**config.mk**
```make
export PLATFORM = sky130hd
export DESIGN_NAME = bmt_seq
export DESIGN_NICKNAME = d
export VERILOG_FILES = /design/src/hw/rtl/bmt_pkg.sv /design/src/hw/rtl/bmt_seq.sv
export SDC_FILE = /design/constraint.sdc
export NUM_CORES = 1
export LEC_CHECK = 0
export BUFFER_PORTS_ARGS = -buffer_cell sky130_fd_sc_hd__buf_2
export CAP_MARGIN = 25
export CORE_MARGIN = 5
export CORE_UTILIZATION = 30
export DETAILED_ROUTE_END_ITERATION = 12
export PLACE_DENSITY = 0.49
export RECOVER_POWER = 100
export SLEW_MARGIN = 0
export SYNTH_ARGS = -nofsm -noshare
export SYNTH_HDL_FRONTEND = slang
export SYNTH_SLANG_ARGS = --single-unit
```
**constraint.sdc**
```tcl
create_clock -name clk -period 8.95 [get_ports clk]
set_input_delay 1.79 -clock clk [delete_from_list [all_inputs] [get_ports clk]]
set_output_delay 1.79 -clock clk [all_outputs]
set_load 0.1 [all_outputs]
```
**src/hw/rtl/bmt_pkg.sv**
```systemverilog
// Types, constants and helpers for the byte march memory test sequencer.
package bmt_pkg;

  localparam int ADDR_BITS = 32;
  localparam int CMP_W     = (ADDR_BITS > 32) ? ADDR_BITS : 32;

  typedef logic [ADDR_BITS-1:0] addr_t;

  localparam addr_t ADDR_MASK = {ADDR_BITS{1'b1}};

  typedef enum logic [2:0] {
    PH_IDLE,
    PH_FILL,
    PH_CF1,
    PH_CF2,
    PH_CF3,
    PH_CHK,
    PH_INCW,
    PH_INCC
  } phase_t;

  localparam logic CMD_START = 1'b0;
  localparam logic CMD_STEP  = 1'b1;

  localparam logic REG_START  = 1'b0;
  localparam logic REG_LENGTH = 1'b1;

  localparam logic [31:0] LENGTH_RST = 32'd16;

  localparam logic [7:0] PAT_00 = 8'h00;
  localparam logic [7:0] PAT_55 = 8'h55;
  localparam logic [7:0] PAT_AA = 8'hAA;
  localparam logic [7:0] PAT_FF = 8'hFF;

  typedef struct packed {
    logic [31:0] start;
    logic [31:0] length;
  } cfg_t;

  typedef struct packed {
    logic       command;
    logic [7:0] read_byte;
  } item_t;

  // packed so that write_enable lands in bit 0
  typedef struct packed {
    logic [3:0]  pad;
    logic [7:0]  fail_expected_byte;
    logic [7:0]  fail_read_byte;
    logic [31:0] fail_address;
    logic        run_failed;
    logic        run_done;
    logic        next_needs_read;
    logic [31:0] next_address;
    logic [7:0]  write_byte;
    logic [31:0] write_address;
    logic        write_enable;
  } res_t;

  function automatic logic phase_reads(phase_t p);
    return (p == PH_CF1) || (p == PH_CF2) || (p == PH_CF3) ||
           (p == PH_CHK) || (p == PH_INCC);
  endfunction

endpackage

```
**src/hw/rtl/bmt_seq.sv**
```systemverilog
// March phase sequencer: state registers and single-step next-state logic.
module bmt_seq (
  input  logic           clk,
  input  logic           rst_n,
  input  bmt_pkg::cfg_t  cfg,
  input  bmt_pkg::item_t item,
  input  logic           step,
  output bmt_pkg::res_t  res
);
  import bmt_pkg::*;

  phase_t      phase_r,    phase_nxt;
  addr_t       cursor_r,   cursor_nxt;
  logic        finished_r, finished_nxt;
  logic        mis_r,      mis_nxt;
  addr_t       mis_addr_r, mis_addr_nxt;
  logic [7:0]  mis_rd_r,   mis_rd_nxt;
  logic [7:0]  mis_exp_r,  mis_exp_nxt;

  addr_t       start_a;
  addr_t       off;
  logic [7:0]  incb;
  logic [31:0] lenm1;
  logic [CMP_W-1:0] lenm1_w;
  logic [CMP_W-1:0] lenm1_sat;
  logic        last;
  logic        check;
  logic [7:0]  expect_b;
  logic [7:0]  wpat;
  logic        we;
  addr_t       waddr;
  logic [7:0]  wbyte;

  assign start_a   = addr_t'(cfg.start);
  assign off       = cursor_r - start_a;
  assign incb      = off[7:0];
  assign lenm1     = (cfg.length == 32'd0) ? 32'd0 : cfg.length - 32'd1;
  assign lenm1_w   = CMP_W'(lenm1);
  assign lenm1_sat = (lenm1_w > CMP_W'(ADDR_MASK)) ? CMP_W'(ADDR_MASK) : lenm1_w;
  assign last      = CMP_W'(off) >= lenm1_sat;
  assign check     = phase_reads(phase_r);

  always_comb begin
    expect_b = PAT_00;
    wpat     = PAT_00;
    case (phase_r)
      PH_FILL: wpat = PAT_00;
      PH_CF1: begin
        expect_b = PAT_00;
        wpat     = PAT_55;
      end
      PH_CF2: begin
        expect_b = PAT_55;
        wpat     = PAT_AA;
      end
      PH_CF3: begin
        expect_b = PAT_AA;
        wpat     = PAT_FF;
      end
      PH_CHK:  expect_b = PAT_FF;
      PH_INCW: wpat     = incb;
      PH_INCC: expect_b = incb;
      default: begin
        expect_b = PAT_00;
        wpat     = PAT_00;
      end
    endcase
  end

  always_comb begin
    phase_nxt    = phase_r;
    cursor_nxt   = cursor_r;
    finished_nxt = finished_r;
    mis_nxt      = mis_r;
    mis_addr_nxt = mis_addr_r;
    mis_rd_nxt   = mis_rd_r;
    mis_exp_nxt  = mis_exp_r;
    we           = 1'b0;
    waddr        = '0;
    wbyte        = '0;
    if (item.command == CMD_START) begin
      finished_nxt = 1'b0;
      mis_nxt      = 1'b0;
      mis_addr_nxt = '0;
      mis_rd_nxt   = '0;
      mis_exp_nxt  = '0;
      cursor_nxt   = start_a;
      phase_nxt    = PH_FILL;
    end else if (!finished_r && phase_r != PH_IDLE) begin
      waddr = cursor_r;
      if (check && item.read_byte != expect_b) begin
        mis_nxt      = 1'b1;
        mis_addr_nxt = cursor_r;
        mis_rd_nxt   = item.read_byte;
        mis_exp_nxt  = expect_b;
        finished_nxt = 1'b1;
        phase_nxt    = PH_IDLE;
      end else begin
        if (phase_r != PH_CHK && phase_r != PH_INCC) begin
          we    = 1'b1;
          wbyte = wpat;
        end
        if (last) begin
          cursor_nxt = start_a;
          if (phase_r == PH_INCC) begin
            phase_nxt    = PH_IDLE;
            finished_nxt = 1'b1;
          end else begin
            phase_nxt = phase_t'(phase_r + 3'd1);
          end
        end else begin
          cursor_nxt = cursor_r + addr_t'(1);
        end
      end
    end
  end

  always_comb begin
    res                    = '0;
    res.write_enable       = we;
    res.write_address      = 32'(waddr);
    res.write_byte         = wbyte;
    res.next_address       = 32'(cursor_nxt);
    res.next_needs_read    = !finished_nxt && phase_reads(phase_nxt);
    res.run_done           = finished_nxt;
    res.run_failed         = mis_nxt;
    res.fail_address       = 32'(mis_addr_nxt);
    res.fail_read_byte     = mis_rd_nxt;
    res.fail_expected_byte = mis_exp_nxt;
  end

  always_ff @(posedge clk) begin
    if (!rst_n) begin
      phase_r    <= PH_IDLE;
      cursor_r   <= '0;
      finished_r <= 1'b0;
      mis_r      <= 1'b0;
      mis_addr_r <= '0;
      mis_rd_r   <= '0;
      mis_exp_r  <= '0;
    end else if (step) begin
      phase_r    <= phase_nxt;
      cursor_r   <= cursor_nxt;
      finished_r <= finished_nxt;
      mis_r      <= mis_nxt;
      mis_addr_r <= mis_addr_nxt;
      mis_rd_r   <= mis_rd_nxt;
      mis_exp_r  <= mis_exp_nxt;
    end
  end

endmodule

```
==> impl_metrics.tcl, run 1 <==
set metrics [dict create \
    status "finished with violations" \
    violations "capacitance limit, slew limit" \
    ys_seq_area_share_pct 18.6 \
    dp_slack_ns 0.00157 \
    min_path_cells 2 \
    fin_crit_sh_pct 97.9 \
    cp_max_fo 6 \
    placed_area_mm2 0.0113 \
    regToRegSetupSlack_ns 2.87 \
    fin_ws_ns 0.187 \
    yosys_warnings 0 \
    period_needed_ns 8.76 \
    root_buffer "clkbuf_16" \
    startpoint_type "input port" \
    clk_latency_ns 0.36 \
    seq_area_mm2 0.00170 \
    nets 1647 \
    r2r_start "cursor_r[0]" \
    hp-class "flop to flop" \
    p_leak_nw 5.17 \
    syn_inst 1302 \
    drtPass1Iterations 5 \
    combPwrFrac_pct 53.2 \
    grt_max_degree 60 \
    hold-worst-slack_ns 0.458 \
    vias 10700 \
    ys_ff_latch 85 \
    pin_count 204 \
    num-fill-cells 3179 \
    setup_viol 0 \
    path_class "input port to output port" \
    final_layout_size_suffix_gt1_share_pct 23.6 \
    hold_viol 0 \
    drc_errors 0 \
    setup-tns-final_ns 0 \
    finish.instance_area_mm2 0.0119 \
    antenna_found_initial 1 \
    ir_drop_mv 0.0898 \
    worstSetupEndpointType "output port" \
    synth_area_mm2 0.00914 \
    arrival_ns 6.97 \
    io_buffers 199 \
    cap_violations 2 \
    hpwl_um 28500 \
    r2r_cells 17 \
    multiInputGateArea_mm2 0.00708 \
    holdBufCountCts 0 \
    ys_types 88 \
    drt_iter0_drc 951 \
    max-slew-margin-rel_pct -42.7 \
    syn2layout_area_growth_pct 30.2 \
    fmax_ghz 0.114 \
    fin_worst_skew_ns 0.0120 \
    via_per_inst 5.62 \
    grt_pass1_wl_um 57400 \
    die-width_um 185 \
    dieArea_mm2 0.0341 \
    cts_made_buffers 9 \
    grt.total_usage_pct 21.2 \
    gp_congestion 0.901 \
    clk_path_buf_depth 2 \
    finalMaxSlewViolations 91 \
    worstMarginPinSlew_ns 2.14 \
    min_from "mis_exp_r[7]" \
    mostFrequentLayoutCell "nand2_1" \
    worstHoldEndpoint "mis_exp_r[7]" \
    wl_per_cell_um 20.3 \
    timing.rr.end "mis_addr_r[22]" \
    wirelength_um 38500 \
    crit_required_ns 7.16 \
    synth-main-ff-cell "dfxtp_1" \
    synth_edf_count 0 \
    sw_frac_of_total_pct 45.9 \
    synthArstFlopShare_pct 0 \
    core-area_mm2 0.0303 \
    row_count 64 \
    clk_pin_slew_worst_paths_ns 0.07 \
    cts.sinks 85 \
    die_h_um 185 \
    syn_area_per_cell_um2 7.02 \
    clkPwrFrac_pct 21.7 \
    start_util_pct 30.1 \
    intPower_uw 929 \
    p_per_area_mw_per_mm2 144 \
    p_sw_uw 789 \
    layout_common_cells "185 x nand2_1, 139 x buf_2, 107 x a21oi_1" \
    grt-ovfl-total 0 \
    grt_pass1_vias 10100 \
    htreeDepth 3 \
    cts_tree "done" \
    pwr-share-seq_pct 25.1 \
    n_antenna_cell 0 \
    final_antenna_net_count 0 \
]
## worst max-delay path, cell delays in order
cell and delay, ns:
buf_2 0.09, inv_1 0.14, ha_4 0.23, a21o_1 0.18, a21o_1 0.18, a21o_1 0.20, a221o_1 0.41, a31oi_2 0.24
o21ai_2 0.09, a22o_1 0.26, a211o_1 0.29, a21oi_2 0.16, xnor2_1 0.08, ha_1 0.29, nand4_1 0.10, nor2_2 0.12
a21oi_1 0.07, o22ai_1 0.16, a21oi_1 0.08, buf_4 0.15, o221a_2 0.30, buf_4 0.16, o31ai_4 0.41, buf_4 0.23
nand2_1 0.11, nand2_1 0.21, buf_12 0.21
## synth_stat cells (9+ instances only)
cell type	number	area (um2)
clkbuf_1	73	274
nor2_1	86	323
and3_1	30	188
o21ai_0	58	290
buf_2	12	60.1
ha_1	72	901
inv_1	68	255
nand4_1	14	87.6
a31oi_1	37	231
o31ai_1	9	67.6
a22o_1	49	429
nor2b_1	12	75.1
nand2_1	186	698
xor2_1	27	236
a32o_1	12	120
a21oi_1	115	576
nor3_1	50	250
xnor2_1	26	228
and2_1	12	75.1
dfxtp_1	85	1700
nand3_1	34	170
nor4_1	21	131
a21o_1	24	180
## power groups by stage
stage / registers, mW / clock network (mW) / logic [mW]
after floorplan: 0.411 / 0 / 0.568
after global placement: 0.439 / 0 / 0.846
after detailed placement: 0.439 / 0 / 0.850
after CTS: 0.430 / 0.376 / 0.855
after global routing: 0.433 / 0.389 / 0.972
final: 0.432 / 0.373 / 0.913
## timing repair
action                                  4_1_cts  5_1_grt
resized for setup                             2       51
endpoints found under the setup margin        2       34
pin swaps                                     0       15
buffers inserted                              0        7
cloned                                        0        2
## how the worst max path moves through the flow
stage            start       to  slack, ns
6_report       cfg[36]  res[54]       0.19
5_1_grt        cfg[36]  res[54]      -0.05
4_1_cts        cfg[46]  res[73]       0.01
3_5_place_dp   cfg[46]  res[73]      0.002
3_3_place_gp   cfg[46]  res[51]      -0.06
2_1_floorplan  cfg[36]  res[45]      -0.40
## registers in the layout, indices dropped and copies added, names as in the netlist
signal,count
cursor_r,32
mis_addr_r,32
mis_exp_r,8
mis_rd_r,8
phase_r,3
finished_r,1
mis_r,1
## cell type report
cell class              instances  area share [%]
inverters                      69            2.18
clock inverters                 5           0.284
clock buffers                  11            2.04
flip-flops and latches         85            14.3
multi-input cells            1047            59.5
well taps                     396            4.16
repair buffers                286            17.6
## metrics by stage
| stage | instances | power [mW] | utilization (%) |
|---|---|---|---|
| floorplan | 1305 | 0.979 | - |
| global placement | 1873 | 1.28 | 37.3 |
| detailed placement | 1874 | 1.29 | 37.4 |
| CTS | 1890 | 1.66 | 38.3 |
| global route | 1899 | 1.79 | 39.2 |
| finish | 1899 | 1.72 | 39.2 |
## cells by family after synthesis
family	synth area share, %
AND/OR/NAND/NOR	25.2
AO/OA/AOI/OAI	32.5
buffers and inverters	7.84
flip-flops	18.6
adder cells (fa/ha/maj)	10.1
XOR/XNOR	5.08
multiplexers	0.671
other	0.0410
## routing by layer
metal | wire (um) | GRT usage [%] | vias to the layer above
li1 | - | - | 5147
met4 | 801 | 5.32 | 2
met3 | 2320 | 2.98 | 49
met2 | 18800 | 36.3 | 420
met5 | 7 | 0 | -
met1 | 16600 | 28.0 | 5058
Power figures use the tool's default switching activity.
==> inputs of run 2 (changes only) <==
- CTS_BUF_LIST: not set -> sky130_fd_sc_hd__clkbuf_16
- RECOVER_POWER: 100 -> not set
- clock period: 8.95 -> 8.47 ns (I/O delays scaled with it)
==> run 2 against run 1 <==
Net effect:
- via count up 1.3%
- non-clock buffer count up 75
- the flow now finishes without violations
- sequential power up 4%
- combinational power up 20%
- critical endpoint is now res[62]
- sequential share of layout area down 1.4 points
- critical path type unchanged
- clock skew down 0.0016 ns
- global-route usage up 0.81 points
- flip-flop and latch count unchanged
- hold slack worse by 0.0033 ns
- utilization up 4.3 points
==> impl_metrics.tcl, run 2 (synthesized netlist as in run 1, its figures left out) <==
set metrics [dict create \
    io_buffers 199 \
    grt_pass1_wl_um 59700 \
    max-slew-margin-rel_pct 38.3 \
    wl_per_cell_um 19.8 \
    hp-class "flop to flop" \
    grt-ovfl-total 0 \
    start_util_pct 30.1 \
    p_leak_nw 5.84 \
    syn2layout_area_growth_pct 44.4 \
    multiInputGateArea_mm2 0.00755 \
    worstSetupEndpointType "output port" \
    pin_count 204 \
    cp_max_fo 7 \
    setup_viol 0 \
    arrival_ns 6.74 \
    hpwl_um 29300 \
    fin_worst_skew_ns 0.0104 \
    antenna_found_initial 0 \
    core-area_mm2 0.0303 \
    ir_drop_mv 0.108 \
    fmax_ghz 0.119 \
    grt_max_degree 63 \
    drtPass1Iterations 5 \
    status "finished, final reports clean" \
    seq_area_mm2 0.00170 \
    p_total_mw 2.00 \
    cts_tree "done" \
    final_layout_size_suffix_gt1_share_pct 32.8 \
    cts_made_buffers 9 \
    cts.sinks 85 \
    period_needed_ns 8.43 \
    n_antenna_cell 0 \
    nets 1722 \
    fin_crit_sh_pct 99.5 \
    num-fill-cells 3128 \
    gp_congestion 0.903 \
    rsz0062_at_grt "true" \
    vias 10800 \
    final_util_pct 43.5 \
    drc_errors 0 \
    largestRegisters "cursor_r: 32 flops, mis_addr_r: 32 flops" \
    fin_cells 1974 \
    final_antenna_net_count 0 \
    die-width_um 185 \
    root_buffer "clkbuf_16" \
    drt_iter0_drc 684 \
    wirelength_um 39100 \
    cap_violations 0 \
    layout_common_cells "176 x nand2_1, 163 x buf_2, 143 x buf_4" \
    dieArea_mm2 0.0341 \
    grt.total_usage_pct 22.0 \
    p_per_area_mw_per_mm2 152 \
    clk_latency_ns 0.36 \
    path_class "input port to output port" \
    mostFrequentLayoutCell "nand2_1" \
    startpoint_type "input port" \
    crit_required_ns 6.78 \
    htreeDepth 3 \
    worstMarginPinSlew_ns 0.899 \
    via_per_inst 5.48 \
    grt_pass1_vias 10200 \
    clk_path_buf_depth 2 \
    placed_cells 1937 \
    finalMaxSlewViolations 0 \
    holdBufCountCts 0 \
    row_count 64 \
    die_h_um 185 \
    hold_viol 0 \
    clk_pin_slew_worst_paths_ns 0.06 \
]
run 2: final cells by class:
| type | instances | share of cell area, % |
|---|---|---|
| Clock inverter | 7 | 0.740 |
| Timing Repair Buffer | 361 | 21.7 |
| Sequential cell | 85 | 12.9 |
| Clock buffer | 9 | 1.71 |
| Inverter | 69 | 1.98 |
| Tap cell | 396 | 3.76 |
| Multi-Input combinational cell | 1047 | 57.2 |
run 2: critical path: stages:
cell and delay, ns:
buf_8 0.08, ha_4 0.11, inv_2 0.04, fa_2 0.38, a21o_1 0.22, a21o_1 0.19, a221o_1 0.38, a31oi_2 0.22
o21ai_2 0.08, a22o_1 0.23, a211o_1 0.32, a21oi_2 0.13, xnor2_1 0.09, ha_1 0.29, nand4_1 0.10, nor2_2 0.15
buf_4 0.12, nand3_1 0.11, buf_4 0.17, o221ai_4 0.28, buf_12 0.19, buf_8 0.13, a31oi_4 0.03, o311a_1 0.39
a31oi_4 0.18, a21boi_4 0.23, buf_12 0.19
run 2: final timing paths:
path,depth (start not counted),slack [ns],end,from
setup / recovery,27,0.04,res[62],cfg[32]
hold / removal,2,0.45,mis_exp_r[2],mis_exp_r[2]
setup reg to reg,29,2.76,cursor_r[29],cursor_r[0]
hold reg to reg,2,0.45,mis_exp_r[2],mis_exp_r[2]
run 2: routing by layer:
layer  track usage, %  routed length, um
met1             33.0              18600
met2             33.8              17100
met3             3.30               2930
met4             3.37                459
met5                0                  0
run 2: what timing repair did:
action	CTS	global route
setup buffers	8	14
resized for setup	37	120
setup endpoints to repair	33	34
gates cloned	0	2
pin swaps	10	60
endpoints found under the hold margin	0	0
run 2: through the flow:
step,setup WS (ns),area [um2],setup TNS (ns),hold WS [ns]
finish,0.0407,13200,0,0.455
CTS,-0.0394,12500,-0.0809,0.458
global route,-0.176,13200,-1.43,0.488
floorplan,-0.448,9370,-0.586,0.424
detailed placement,-0.400,12000,-6.25,0.443
global placement,-0.387,11900,-7.01,0.436
run 2: report_power, final:
part	internal (mW)	total (mW)	switching (mW)
Combinational	0.453	1.10	0.648
Sequential	0.413	0.450	0.0372
Clock	0.260	0.452	0.192
Total	1.13	2.00	0.877
